## src/flru_pkg.sv

```systemverilog
// Shared types and constants for the fully associative LRU cache directory.
`default_nettype none

package flru_pkg;

   // Fixed field widths of the request and response beats
   localparam int TAG_IN_BITS = 32;
   localparam int WAY_OUT_BITS = 6;

   // Sequencer states
   typedef enum logic [2:0] {
      ST_IDLE,
      ST_SCAN,
      ST_DRAIN,
      ST_DECIDE,
      ST_UPDATE,
      ST_FINISH,
      ST_DONE
   } state_type;

   // Control strobes from the sequencer to the datapath
   typedef struct packed {
      logic accept_access;
      logic accept_flush;
      logic rd_issue;
      logic scan_phase;
      logic upd_phase;
      logic decide;
      logic finish;
      logic load_out;
   } seq_ctl_type;

endpackage

`default_nettype wire

```

## src/flru_ram.sv

```systemverilog
// Generic single-write, single-read RAM with registered read data.
`default_nettype none

module flru_ram #(
   parameter int WIDTH = 32,
   parameter int DEPTH = 64
) (
   input  wire logic                     clock,
   input  wire logic                     wr_en,
   input  wire logic [$clog2(DEPTH)-1:0] wr_addr,
   input  wire logic [WIDTH-1:0]         wr_data,
   input  wire logic                     rd_en,
   input  wire logic [$clog2(DEPTH)-1:0] rd_addr,
   output logic      [WIDTH-1:0]         rd_data
);

   logic [WIDTH-1:0] mem_ff [DEPTH];
   logic [WIDTH-1:0] rd_data_ff;

   // Write port
   always_ff @(posedge clock) begin
      if (wr_en) begin
         mem_ff[wr_addr] <= wr_data;
      end
   end

   // Registered read port
   always_ff @(posedge clock) begin
      if (rd_en) begin
         rd_data_ff <= mem_ff[rd_addr];
      end
   end

   assign rd_data = rd_data_ff;

endmodule

`default_nettype wire

```

## src/flru_seq.sv

```systemverilog
// Sequencer: walks the ways twice per access (scan, then rank update).
`default_nettype none

module flru_seq #(
   parameter int WAYS = 64
) (
   input  wire logic                         clock,
   input  wire logic                         reset,
   input  wire logic                         req_valid,
   input  wire logic                         req_action,
   input  wire logic                         rsp_busy,
   output logic                              req_stall,
   output flru_pkg::seq_ctl_type             ctl,
   output logic      [$clog2(WAYS)-1:0]      way_idx
);

   import flru_pkg::*;

   localparam int IW = $clog2(WAYS);

   state_type      state_ff, state_in;
   logic [IW-1:0]  cnt_ff, cnt_in;
   logic           last_way;

   assign last_way = (cnt_ff == IW'(WAYS - 1));
   assign way_idx  = cnt_ff;
   assign req_stall = (state_ff != ST_IDLE);

   // State and way counter registers
   always_ff @(posedge clock) begin
      if (reset) begin
         state_ff <= ST_IDLE;
         cnt_ff   <= '0;
      end else begin
         state_ff <= state_in;
         cnt_ff   <= cnt_in;
      end
   end

   // Next state and control strobes
   always_comb begin
      state_in = state_ff;
      cnt_in   = cnt_ff;
      ctl      = '0;
      case (state_ff)
         ST_IDLE: begin
            cnt_in = '0;
            if (req_valid) begin
               if (req_action) begin
                  ctl.accept_flush = 1'b1;
                  state_in = ST_DONE;
               end else begin
                  ctl.accept_access = 1'b1;
                  state_in = ST_SCAN;
               end
            end
         end
         ST_SCAN: begin
            ctl.rd_issue   = 1'b1;
            ctl.scan_phase = 1'b1;
            cnt_in = cnt_ff + IW'(1);
            if (last_way) begin
               cnt_in   = '0;
               state_in = ST_DRAIN;
            end
         end
         ST_DRAIN: begin
            ctl.scan_phase = 1'b1;
            state_in = ST_DECIDE;
         end
         ST_DECIDE: begin
            ctl.decide = 1'b1;
            state_in = ST_UPDATE;
         end
         ST_UPDATE: begin
            ctl.rd_issue  = 1'b1;
            ctl.upd_phase = 1'b1;
            cnt_in = cnt_ff + IW'(1);
            if (last_way) begin
               cnt_in   = '0;
               state_in = ST_FINISH;
            end
         end
         ST_FINISH: begin
            ctl.upd_phase = 1'b1;
            ctl.finish    = 1'b1;
            state_in = ST_DONE;
         end
         ST_DONE: begin
            // Hand the result to the output register once it is free
            if (!rsp_busy) begin
               ctl.load_out = 1'b1;
               state_in = ST_IDLE;
            end
         end
         default: begin
            state_in = ST_IDLE;
         end
      endcase
   end

endmodule

`default_nettype wire

```

## src/fully_associative_lru_cache.sv

```systemverilog
// Top level of the fully associative cache directory with true LRU replacement.
// An access makes one scan pass over the tag and rank RAMs, then one read-modify-write
//   rank pass; a flush clears all valid bits and answers without a pass. A new beat is
//   taken only in idle, after the previous result has gone to the output register, and
//   it is taken while the previous response waits.
// Reset clears all valid bits and the sequencer at once; no clearing pass is needed.
`default_nettype none

module fully_associative_lru_cache #(
   parameter int WAYS     = 64,
   parameter int TAG_BITS = 32
) (
   input  wire logic                                  clock,
   input  wire logic                                  reset,
   input  wire logic                                  req_valid,
   output logic                                       req_stall,
   input  wire logic                                  req_action,
   input  wire logic [flru_pkg::TAG_IN_BITS-1:0]      req_tag,
   output logic                                       rsp_valid,
   input  wire logic                                  rsp_stall,
   output logic                                       rsp_hit,
   output logic      [flru_pkg::WAY_OUT_BITS-1:0]     rsp_way
);

   import flru_pkg::*;

   localparam int IW = $clog2(WAYS);
   localparam int RW = IW + 1;
   localparam int TW = (TAG_BITS > TAG_IN_BITS) ? TAG_BITS : TAG_IN_BITS;
   localparam int WW = (IW > WAY_OUT_BITS) ? IW : WAY_OUT_BITS;

   seq_ctl_type       ctl;
   logic [IW-1:0]     way_idx;
   logic              rsp_busy;

   logic [WAYS-1:0]   valid_ff;
   logic [TAG_BITS-1:0] tag_ff;
   logic [TW-1:0]     tag_wide;

   logic              data_vld_ff;
   logic [IW-1:0]     data_idx_ff;
   logic [TAG_BITS-1:0] tag_rd;
   logic [IW-1:0]     age_rd;

   logic              hit_ff;
   logic [IW-1:0]     hit_way_ff;
   logic [IW-1:0]     hit_rank_ff;
   logic              free_ff;
   logic [IW-1:0]     free_way_ff;
   logic [IW-1:0]     old_way_ff;
   logic [IW-1:0]     old_rank_ff;

   logic [IW-1:0]     target_ff, target_in;
   logic [RW-1:0]     rank_ff, rank_in;

   logic              res_hit_ff;
   logic [IW-1:0]     res_way_ff;
   logic              rsp_valid_ff;
   logic              rsp_hit_ff;
   logic [WAY_OUT_BITS-1:0] rsp_way_ff;
   logic [WW-1:0]     res_way_wide;

   logic              entry_valid;
   logic              age_we;
   logic [IW-1:0]     age_wdata;

   assign rsp_busy = rsp_valid_ff & rsp_stall;
   assign tag_wide = TW'(req_tag);

   flru_seq #(
      .WAYS (WAYS)
   ) u_seq (
      .clock      (clock),
      .reset      (reset),
      .req_valid  (req_valid),
      .req_action (req_action),
      .rsp_busy   (rsp_busy),
      .req_stall  (req_stall),
      .ctl        (ctl),
      .way_idx    (way_idx)
   );

   // Tag store: written on a miss at decide time, read during the scan
   flru_ram #(
      .WIDTH (TAG_BITS),
      .DEPTH (WAYS)
   ) u_tag_ram (
      .clock   (clock),
      .wr_en   (ctl.decide & ~hit_ff),
      .wr_addr (target_in),
      .wr_data (tag_ff),
      .rd_en   (ctl.rd_issue & ctl.scan_phase),
      .rd_addr (way_idx),
      .rd_data (tag_rd)
   );

   // Rank store: read in both passes, rewritten one way behind the read in the update pass
   flru_ram #(
      .WIDTH (IW),
      .DEPTH (WAYS)
   ) u_age_ram (
      .clock   (clock),
      .wr_en   (age_we),
      .wr_addr (data_idx_ff),
      .wr_data (age_wdata),
      .rd_en   (ctl.rd_issue),
      .rd_addr (way_idx),
      .rd_data (age_rd)
   );

   // Read pipeline tracking: which way's data sits on the RAM outputs
   always_ff @(posedge clock) begin
      if (reset) begin
         data_vld_ff <= 1'b0;
      end else begin
         data_vld_ff <= ctl.rd_issue;
      end
      data_idx_ff <= way_idx;
   end

   assign entry_valid = valid_ff[data_idx_ff];

   // Latch the request tag, masked to the stored width
   always_ff @(posedge clock) begin
      if (ctl.accept_access) begin
         tag_ff <= tag_wide[TAG_BITS-1:0];
      end
   end

   // Scan pass: first matching valid way, first invalid way, highest rank
   always_ff @(posedge clock) begin
      if (ctl.accept_access) begin
         hit_ff      <= 1'b0;
         free_ff     <= 1'b0;
         old_way_ff  <= '0;
         old_rank_ff <= '0;
      end else if (ctl.scan_phase && data_vld_ff) begin
         if (entry_valid && !hit_ff && (tag_rd == tag_ff)) begin
            hit_ff      <= 1'b1;
            hit_way_ff  <= data_idx_ff;
            hit_rank_ff <= age_rd;
         end
         if (!entry_valid && !free_ff) begin
            free_ff     <= 1'b1;
            free_way_ff <= data_idx_ff;
         end
         if (entry_valid && (age_rd > old_rank_ff)) begin
            old_way_ff  <= data_idx_ff;
            old_rank_ff <= age_rd;
         end
      end
   end

   // Victim choice and the rank below which valid ways age by one
   always_comb begin
      target_in = target_ff;
      rank_in   = rank_ff;
      if (ctl.decide) begin
         if (hit_ff) begin
            target_in = hit_way_ff;
            rank_in   = {1'b0, hit_rank_ff};
         end else if (free_ff) begin
            target_in = free_way_ff;
            rank_in   = RW'(WAYS);
         end else begin
            target_in = old_way_ff;
            rank_in   = {1'b0, old_rank_ff};
         end
      end
   end

   always_ff @(posedge clock) begin
      target_ff <= target_in;
      rank_ff   <= rank_in;
   end

   // Update pass: target becomes most recent, younger valid ways age by one
   always_comb begin
      age_we    = ctl.upd_phase & data_vld_ff;
      age_wdata = age_rd;
      if (data_idx_ff == target_ff) begin
         age_wdata = '0;
      end else if (entry_valid && ({1'b0, age_rd} < rank_ff)) begin
         age_wdata = age_rd + IW'(1);
      end
   end

   // Valid bits: cleared on reset and flush, set when a way is filled
   always_ff @(posedge clock) begin
      if (reset) begin
         valid_ff <= '0;
      end else if (ctl.accept_flush) begin
         valid_ff <= '0;
      end else if (ctl.finish) begin
         valid_ff[target_ff] <= 1'b1;
      end
   end

   // Result staging
   always_ff @(posedge clock) begin
      if (ctl.accept_flush) begin
         res_hit_ff <= 1'b0;
         res_way_ff <= '0;
      end else if (ctl.decide) begin
         res_hit_ff <= hit_ff;
         res_way_ff <= target_in;
      end
   end

   assign res_way_wide = WW'(res_way_ff);

   // Output register
   always_ff @(posedge clock) begin
      if (reset) begin
         rsp_valid_ff <= 1'b0;
      end else if (ctl.load_out) begin
         rsp_valid_ff <= 1'b1;
      end else if (!rsp_stall) begin
         rsp_valid_ff <= 1'b0;
      end
   end

   always_ff @(posedge clock) begin
      if (ctl.load_out) begin
         rsp_hit_ff <= res_hit_ff;
         rsp_way_ff <= res_way_wide[WAY_OUT_BITS-1:0];
      end
   end

   assign rsp_valid = rsp_valid_ff;
   assign rsp_hit   = rsp_hit_ff;
   assign rsp_way   = rsp_way_ff;

endmodule

`default_nettype wire
```

## config.mk

```make
export PLATFORM = sky130hd
export DESIGN_NAME = fully_associative_lru_cache
export DESIGN_NICKNAME = d
export VERILOG_FILES = /design/src/flru_pkg.sv /design/src/flru_ram.sv /design/src/flru_seq.sv /design/src/fully_associative_lru_cache.sv
export SDC_FILE = /design/constraint.sdc
export NUM_CORES = 2
export LEC_CHECK = 0
export BUFFER_PORTS_ARGS = -buffer_cell sky130_fd_sc_hd__buf_2
export CAP_MARGIN = 20
export CORE_UTILIZATION = 63
export DETAILED_ROUTE_END_ITERATION = 12
export PLACE_DENSITY = 0.84
export SETUP_SLACK_MARGIN = 0.4
export SLEW_MARGIN = 20
export SYNTH_ARGS = -nofsm -noshare
export SYNTH_HDL_FRONTEND = slang
export SYNTH_SLANG_ARGS = --single-unit
```

## constraint.sdc

```tcl
create_clock -name clock -period 5.44 [get_ports clock]
set_input_delay 0.272 -clock clock [delete_from_list [all_inputs] [get_ports clock]]
set_output_delay 0.272 -clock clock [all_outputs]
set_load 0.05 [all_outputs]
```

==> metrics.cfg <==
[floorplan]
coreArea_mm2 = 0.159
initial_core_util_pct = 63.7
die_y_um = 403
die_w_um = 403
pin_count = 46
die-area_mm2 = 0.162
num_rows = 146

[power]
finalPower_uw = 53100
p_leak_uw = 0.0342
power.density_cell_area_mw_per_mm2 = 469
ir_drop_uv = 460

[run_status]
status = finished clean

[final_layout]
final_layout_size_suffix_gt1_share_pct = 30.1
syn2layout_area_growth_pct = 12.0
fin_area_mm2 = 0.113
layout.cells.non_filler = 6884
nets = 4643

[synthesis]
syn_inst = 4342
syn_area_mm2 = 0.101
synth.distinct_cells = 55
ys_warn_count = 0
synth_fp_nets = 4392
ys_seq_area_share_pct = 77.4
async_flop_share_pct = 0
synth_edf_count = 2534
ys_seq_elements = 2642
synth.avg_cell_area_um2 = 23.3
dominantRegCellSynth = edfxtp_1

[setup_path]
critPathMaxFanout = 24
startpoint = u_seq.state_ff[2]
crit_arrival_ns = 5.85
r2r-end = u_tag_ram.mem_ff[29][17]
timing_worst_setup_path_type = flop to flop
cp-end-kind = flop
rrSetupSlack_ns = 0.18
rr_worst_depth = 9
cp.required_ns = 6.03
start_kind = flop
timing.rr.start = u_seq.state_ff[2]
worstSetupEndpoint = u_tag_ram.mem_ff[29][17]

[sta]
report.final.setup_viol = 0
min_period_over_period_pct = 96.6
tightest_slew_ns = 1.21
rsz0062_at_grt = yes
drv_slew = 0
finClkSkew_ns = 0.0835
fin_tns_setup_ns = 0
min_period_ns = 5.26
hold_viol_final = 0
fmax_mhz = 190
max_slew_margin_pct = 18.4

[detailed_routing]
ant_nets = 0
drc = 0
topRoutingLayerUsed = met5
wire_per_inst_um = 42.7
wl_mm = 294
first_iter_violations = 9748
wirelength_met1_mm = 90.3
route.met2.wl_mm = 144
vias_per_cell = 7.72
dr_total_vias = 53166
first_pass_iters = 8
wl_met3_mm = 40.3

[placed_design]
place_inst = 6385
place_hpwl_mm = 149
io_buffers = 45
routabilityCongestion = 0.864
place_area_mm2 = 0.105

[min_path]
hold_path_class = primary input to flop

[clocking]
root_buffer = clkbuf_16
clk_latency_ns = 0.91
htree_levels = 4
cts-buffers-inserted = 236
ctsLongestPathBuffers = 3
clk_pin_slew_ns = 0.06
tritoncts = built
cts.sinks = 2642

[global_routing]
grt_max_degree = 117
overflow = 0
grt_use_total_pct = 36.8
grt_pass1_vias = 53038
antenna_found_initial = 34
grt_pass1_wl_mm = 410

[flow_run]
maxCapViolCount = 0

## routing by layer
layer | track usage [%] | vias up
met2 | 59.7 | 5810
met5 | 0 | -
met1 | 45.9 | 27094
met3 | 10.8 | 1288
met4 | 18.0 | 22
li1 | - | 18952
## flip-flops by register name, summed over array words and instances (netlist names), 3 cells and up
signal	flops
data_idx_ff	6
free_way_ff	6
hit_rank_ff	6
hit_way_ff	6
old_rank_ff	6
old_way_ff	6
rank_ff	7
res_way_ff	6
rsp_way	6
tag_ff	32
target_ff	6
u_age_ram.mem_ff	384
u_age_ram.rd_data	6
u_seq.state_ff	3
u_seq.way_idx	6
u_tag_ram.mem_ff	2048
u_tag_ram.rd_data	32
valid_ff	64
## layout make-up
class | count | area [um^2]
Sequential cell | 2642 | 78300
Fill cell | 7980 | 45600
Clock buffer | 285 | 6110
Tap cell | 2072 | 2590
Multi-Input combinational cell | 1454 | 22300
Antenna cell | 19 | 47.5
Timing Repair Buffer | 236 | 2100
Clock inverter | 153 | 1780
Inverter | 23 | 86.3
## metrics by stage
| step | setup slack (ns) | util, % | hold WS [ns] |
|---|---|---|---|
| after floorplan | 0.838 | - | 0.329 |
| after global placement | 1.04 | 66.0 | 0.439 |
| after detailed placement | 0.867 | 66.0 | 0.449 |
| after CTS | 0.513 | 71.2 | 0.0623 |
| after global routing | 0.309 | 71.3 | 0.0734 |
| final | 0.184 | 71.3 | 0.0961 |
## synth_stat cells (4+ instances only)
cell type	n	area, um^2
a211oi_1	5	37.5
a21oi_1	91	455
a22o_1	6	52.6
a32oi_1	4	35.0
and3_1	6	37.5
buf_1	19	71.3
buf_2	72	360
clkbuf_1	123	462
clkbuf_8	7	96.3
dfxtp_1	108	2160
edfxtp_1	2534	76100
ha_1	13	163
inv_1	22	82.6
mux2_2	11	124
mux2i_1	25	250
mux4_1	13	342
mux4_2	791	17800
nand2_1	66	248
nand2b_1	10	62.6
nand3_1	20	100
nand4_1	9	56.3
nor2_1	234	878
nor2b_1	11	68.8
nor3_1	8	40.0
nor3b_1	10	75.1
nor4_1	9	56.3
o211ai_1	7	52.6
o21ai_0	17	85.1
o31ai_1	6	45.0
or3_1	7	43.8
xnor2_1	12	105
xor2_1	31	272
## cell usage in the layout (no fill, tap or decap), drive strengths merged, types with 12 or more instances in the layout
cell            n
mux2i          25
nand2          66
bufinv         33
dfxtp         108
dlygate4sd3    36
mux4          804
ha             13
inv            29
buf           200
o21ai          17
a21oi          92
nor2          236
xor2           31
edfxtp       2534
clkbuf        285
diode          19
clkinvlp       14
clkinv        100
xnor2          12
nand3          20
## timing repair
item                                    in CTS  in global routing
endpoints found under the setup margin       0                 61
hold endpoints to repair                    47                  0
setup buffers                                0                  0
resized for setup                            0                  1
hold buffers                                36                  0
## worst min path at each step
stage,cells past startpoint,end,slack [ns],startpoint
after CTS,2,tag_ff[8],0.06,req_tag[8]
after global routing,2,tag_ff[5],0.07,req_tag[5]
after detailed placement,2,valid_ff[35],0.45,valid_ff[35]
after global placement,2,valid_ff[7],0.44,valid_ff[7]
after floorplan,0,data_idx_ff[3],0.33,u_seq.way_idx[3]
final,2,tag_ff[12],0.1,req_tag[12]
## worst max-delay path, stage by stage (launching register included)
cell and delay [ns]:
dfxtp_1 0.76, or2_1 0.36, buf_4 0.30, inv_2 0.19, o211ai_1 0.27, nand2_1 0.32, a21oi_1 0.36, nand3_1 0.83
nor2_4 1.20, buf_4 0.34
## logic make-up (layout without fill, tap and decap cells)
| kind of cell | after synthesis | after routing | share of synthesized area [%] |
|---|---|---|---|
| buf+inv | 248 | 697 | 1.12 |
| xor+xnor | 43 | 43 | 0.372 |
| mux | 840 | 840 | 18.3 |
| simple gates | 409 | 411 | 1.84 |
| flops | 2642 | 2642 | 77.4 |
| compound gates | 147 | 147 | 0.842 |
| other cells | 0 | 19 | 0 |
| fa+ha+maj | 13 | 13 | 0.161 |
## report_power, final
group          internal [uW]  total (uW)  switching [uW]
Sequential             24000       24500             479
Combinational           4430       11100            6710
Clock                   9600       17500            7910
Total                  38000       53100           15100
No activity file was read; power rests on OpenSTA's default activity.
